===== src/design/kwsm_pkg.sv =====
// ----------------------------------------------------------------------------
// kwsm_pkg
// Shared constants, codes and controller/datapath interface types of the
// k-way sorted merge unit.
// ----------------------------------------------------------------------------
package kwsm_pkg;

  localparam int WAYS_DEF     = 32;
  localparam int DEPTH_DEF    = 1024;
  localparam int DATA_W       = 64;
  localparam int WAY_FIELD_W  = 5;
  localparam int CFG_W        = 6;
  localparam int ACT_W        = 2;
  localparam int ACTIVE_RESET = 32;
  localparam int TDATA_W      = 72;

  typedef enum logic [ACT_W-1:0] {
    ACT_LOAD  = 2'd0,
    ACT_POP   = 2'd1,
    ACT_CLEAR = 2'd2,
    ACT_NOP   = 2'd3
  } action_t;

  typedef enum logic [1:0] {
    ST_IDLE,
    ST_LOAD_WR,
    ST_SCAN,
    ST_FINISH
  } state_t;

  typedef struct packed {
    logic capture;
    logic load_wr;
    logic clear;
    logic scan_start;
    logic finish;
  } cmd_t;

  typedef struct packed {
    logic scan_busy;
    logic out_free;
  } status_t;

endpackage


===== src/design/kwsm_ctrl.sv =====
// ----------------------------------------------------------------------------
// kwsm_ctrl
// Request sequencer: decodes accepted requests and steps the datapath
// through load, clear and pop scan.
// ----------------------------------------------------------------------------
module kwsm_ctrl
  import kwsm_pkg::*;
(
  input  logic    clk,
  input  logic    rst,
  input  logic    in_valid,
  input  action_t in_action,
  output logic    in_ready,
  input  status_t status,
  output cmd_t    cmd
);

  state_t state;
  state_t state_next;

  always_ff @(posedge clk) begin
    if (rst) begin
      state <= ST_IDLE;
    end else begin
      state <= state_next;
    end
  end

  always_comb begin
    state_next = state;
    cmd        = '0;
    in_ready   = 1'b0;
    unique case (state)
      ST_IDLE: begin
        in_ready = 1'b1;
        if (in_valid) begin
          unique case (in_action)
            ACT_LOAD: begin
              cmd.capture = 1'b1;
              state_next  = ST_LOAD_WR;
            end
            ACT_POP: begin
              cmd.scan_start = 1'b1;
              state_next     = ST_SCAN;
            end
            ACT_CLEAR: begin
              cmd.clear = 1'b1;
            end
            default: begin
            end
          endcase
        end
      end
      ST_LOAD_WR: begin
        cmd.load_wr = 1'b1;
        state_next  = ST_IDLE;
      end
      ST_SCAN: begin
        if (!status.scan_busy) begin
          state_next = ST_FINISH;
        end
      end
      ST_FINISH: begin
        if (status.out_free) begin
          cmd.finish = 1'b1;
          state_next = ST_IDLE;
        end
      end
      default: begin
        state_next = ST_IDLE;
      end
    endcase
  end

endmodule


===== config.mk =====
export PLATFORM = sky130hd
export DESIGN_NAME = kwsm_ctrl
export DESIGN_NICKNAME = d
export VERILOG_FILES = /design/src/design/kwsm_pkg.sv /design/src/design/kwsm_ctrl.sv
export SDC_FILE = /design/constraint.sdc
export NUM_CORES = 1
export LEC_CHECK = 0
export ABC_AREA = 1
export BUFFER_PORTS_ARGS = -buffer_cell sky130_fd_sc_hd__buf_2
export CORE_AREA = 8 8 45 47
export CTS_CLUSTER_SIZE = 16
export DETAILED_ROUTE_END_ITERATION = 10
export DIE_AREA = 0 0 53 55
export GPL_TIMING_DRIVEN = 0
export PLACE_DENSITY_LB_ADDON = 0.1
export SLEW_MARGIN = 20
export SYNTH_ARGS = -nofsm -noshare
export SYNTH_HDL_FRONTEND = slang
export SYNTH_SLANG_ARGS = --single-unit

===== constraint.sdc =====
create_clock -name clk -period 0.8 [get_ports clk]
set_clock_uncertainty 0.05 [all_clocks]
set_input_delay 0.12 -clock clk [delete_from_list [all_inputs] [get_ports clk]]
set_output_delay 0.12 -clock clk [all_outputs]
set_load 0.02 [all_outputs]

==> run metrics <==
max_slew headroom=89.7%; status=finished with violations; hold buffers post-CTS=0; top cell family by delay on the critical path=simple AND/OR/NAND/NOR gates; initial antenna violation count=0; H-tree depth=1; Final min period=1.21 ns; Initial DRC Count=2; die width=53 µm; die height=55 µm; biggest regs=state x2; setup ws final=-0.409 ns; Hold Violations, Final=0; endpoint class of the critical path=output port; crit start category=flip-flop; IO Port Bufs=12; final wirelength=553 µm; Pwr Total=643 µW; Tcrit/Tclk final=151%; Peak Freq=827 MHz; RSZ-0062 raised after global routing=true; Site Rows=14; CP required=around 0.63 ns; maximum vdd drop=431 µV; max cap viols=0; pre-CTS WS=-0.250 ns; final non-filler cell total=59; area added between synthesis and finish=168%; vias in the first global route=255; fraction of layout cells with a size suffix above 1=65.1%; Crit Path Max Fanout=3; clk buf depth=2; Mapped Cells=25; CORE AREA=1380 µm²; largest register by flop count=state; DPL Wire Length=474 µm; NumNets Final=52; Arrival @ worst endpoint=approximately 1.0 ns; mapped cell area=139 µm²; sequential fraction of the synthesis area=28.8%; CTS root buf=clkbuf_4; Ports=13; Synth cell types=9; PD cells=between 1500 and 2000 nW/µm²; CP Cell Sequence=nor2_4 -> nand2_4 -> nor3_4 -> buf_6; Yosys reg bits=2; Setup Viol. Count Final=8; placed insts=53; vias=223; Critical Path Slowest Stage Cell=dfxtp_2; most frequent cells in the layout=buf_2, buf_6, nand2_1; Pre-antenna DRT Iters=2; Post-Syn Area per Cell=5.56 µm²; HP Class=input port to flip-flop; GP Congestion=0.643; Design Area, Final=373 µm²; leak pwr=between 0.00015 and 0.0002 µW; Slew Viols, Final=0; CTS tree=built; Buffers & Inverters on Critical Path=1; die area=between 2000 and 3000 µm²; failing checks=setup timing; worst-skew pair later-pin latency=0.22 ns; first-pass GRT wire length=986 µm; GRT Total Usage=under 10%; max reg flops=2; synth warn=0; total CTS buffers=3; DRC viols=0; WL/cell=approximately 9.4 µm; syn_nets=32; Worst path max stage delay=~0.33 ns; Starting Density=about a tenth; Placed Area=278 µm²; pin count of the biggest net entering global routing=5; Slew @ Worst Pin=about 0.15 ns; diode count=0; number of vias per cell=approximately 3.8; clock net sink count=2; GRT overflow=0; Crit Path Class=flip-flop to output port; Reg clk slew, reported paths=0.03 ns; Routed Antenna Nets=0
-- through the flow --
stage / util (%) / TNS (ns) / hold slack (ns)
finish: 26.9 / -2.60 / 0.118
CTS: 26.7 / -2.73 / 0.106
detailed placement: 20.1 / -1.13 / 0.340
floorplan: - / -0.955 / 0.225
global route: 26.9 / -3.09 / 0.136
global placement: 20.1 / -1.07 / 0.337
-- repair_timing --
action | 4_1_cts | 5_1_grt
gates resized for setup | 14 | 1
buffers inserted | 3 | 0
endpoints found under the setup margin | 8 | 8
-- worst register-to-register path, stage by stage, from the launching register on --
cell and delay (ns):
dfxtp_2 0.33, nor2_4 0.13, buf_4 0.12, buf_6 0.08, nand2_1 0.06, nand3_1 0.10, a21oi_2 0.05
-- synth_stat cells (all sizes together) --
master,number,share of area [%]
nand3,3,11
nand2,6,16
a21oi,1,3.6
nor2,5,15
o21ai,1,3.6
inv,4,11
dfxtp,2,29
nor3,3,11
-- final cells by class --
cell class,count,area [µm²]
Fill cell,154,1010
Multi-Input combinational cell,19,149
Timing Repair Buffer,15,121
Sequential cell,2,45.0
Clock buffer,3,22.5
Tap cell,16,20.0
Inverter,4,15.0
-- routing by layer --
| metal | vias up | routed length [µm] | track usage (%) |
|---|---|---|---|
| li1 | 116 | - | - |
| met1 | 98 | 226 | 4.70 |
| met2 | 9 | 277 | 7.42 |
| met3 | 0 | 48 | 0.802 |
| met4 | 0 | 0 | 2.59 |
| met5 | - | 0 | 0 |
-- cells by family (layout without fill, tap and decap cells) --
| logic type | Yosys count | in the layout | share of synthesized area, % |
|---|---|---|---|
| AOI/OAI and AO/OA | 2 | 2 | 7.20 |
| buffers and inverters | 4 | 22 | 10.8 |
| DFF | 2 | 2 | 28.8 |
| and+or+nand+nor | 17 | 17 | 53.1 |
-- power by group --
part	internal (µW)	switching, µW	leakage [µW]	total (µW)
combinational	145	156	0.000139	301
sequential	113	14.4	0.0000175	127
clock	165	50.5	0.0000138	215
total	422	221	0.000170	643
-- path summary, 6_finish.rpt --
check / from / to / slack (ns) / depth (start not counted)
worst min-delay path: rst / state[0] / 0.12 / 4
worst min register to register: state[0] / state[0] / 0.51 / 2
worst max-delay path: state[0] / cmd[4] / -0.41 / 4
worst max register to register: state[0] / state[0] / -0.24 / 6
(Power assumes the default switching activity.)
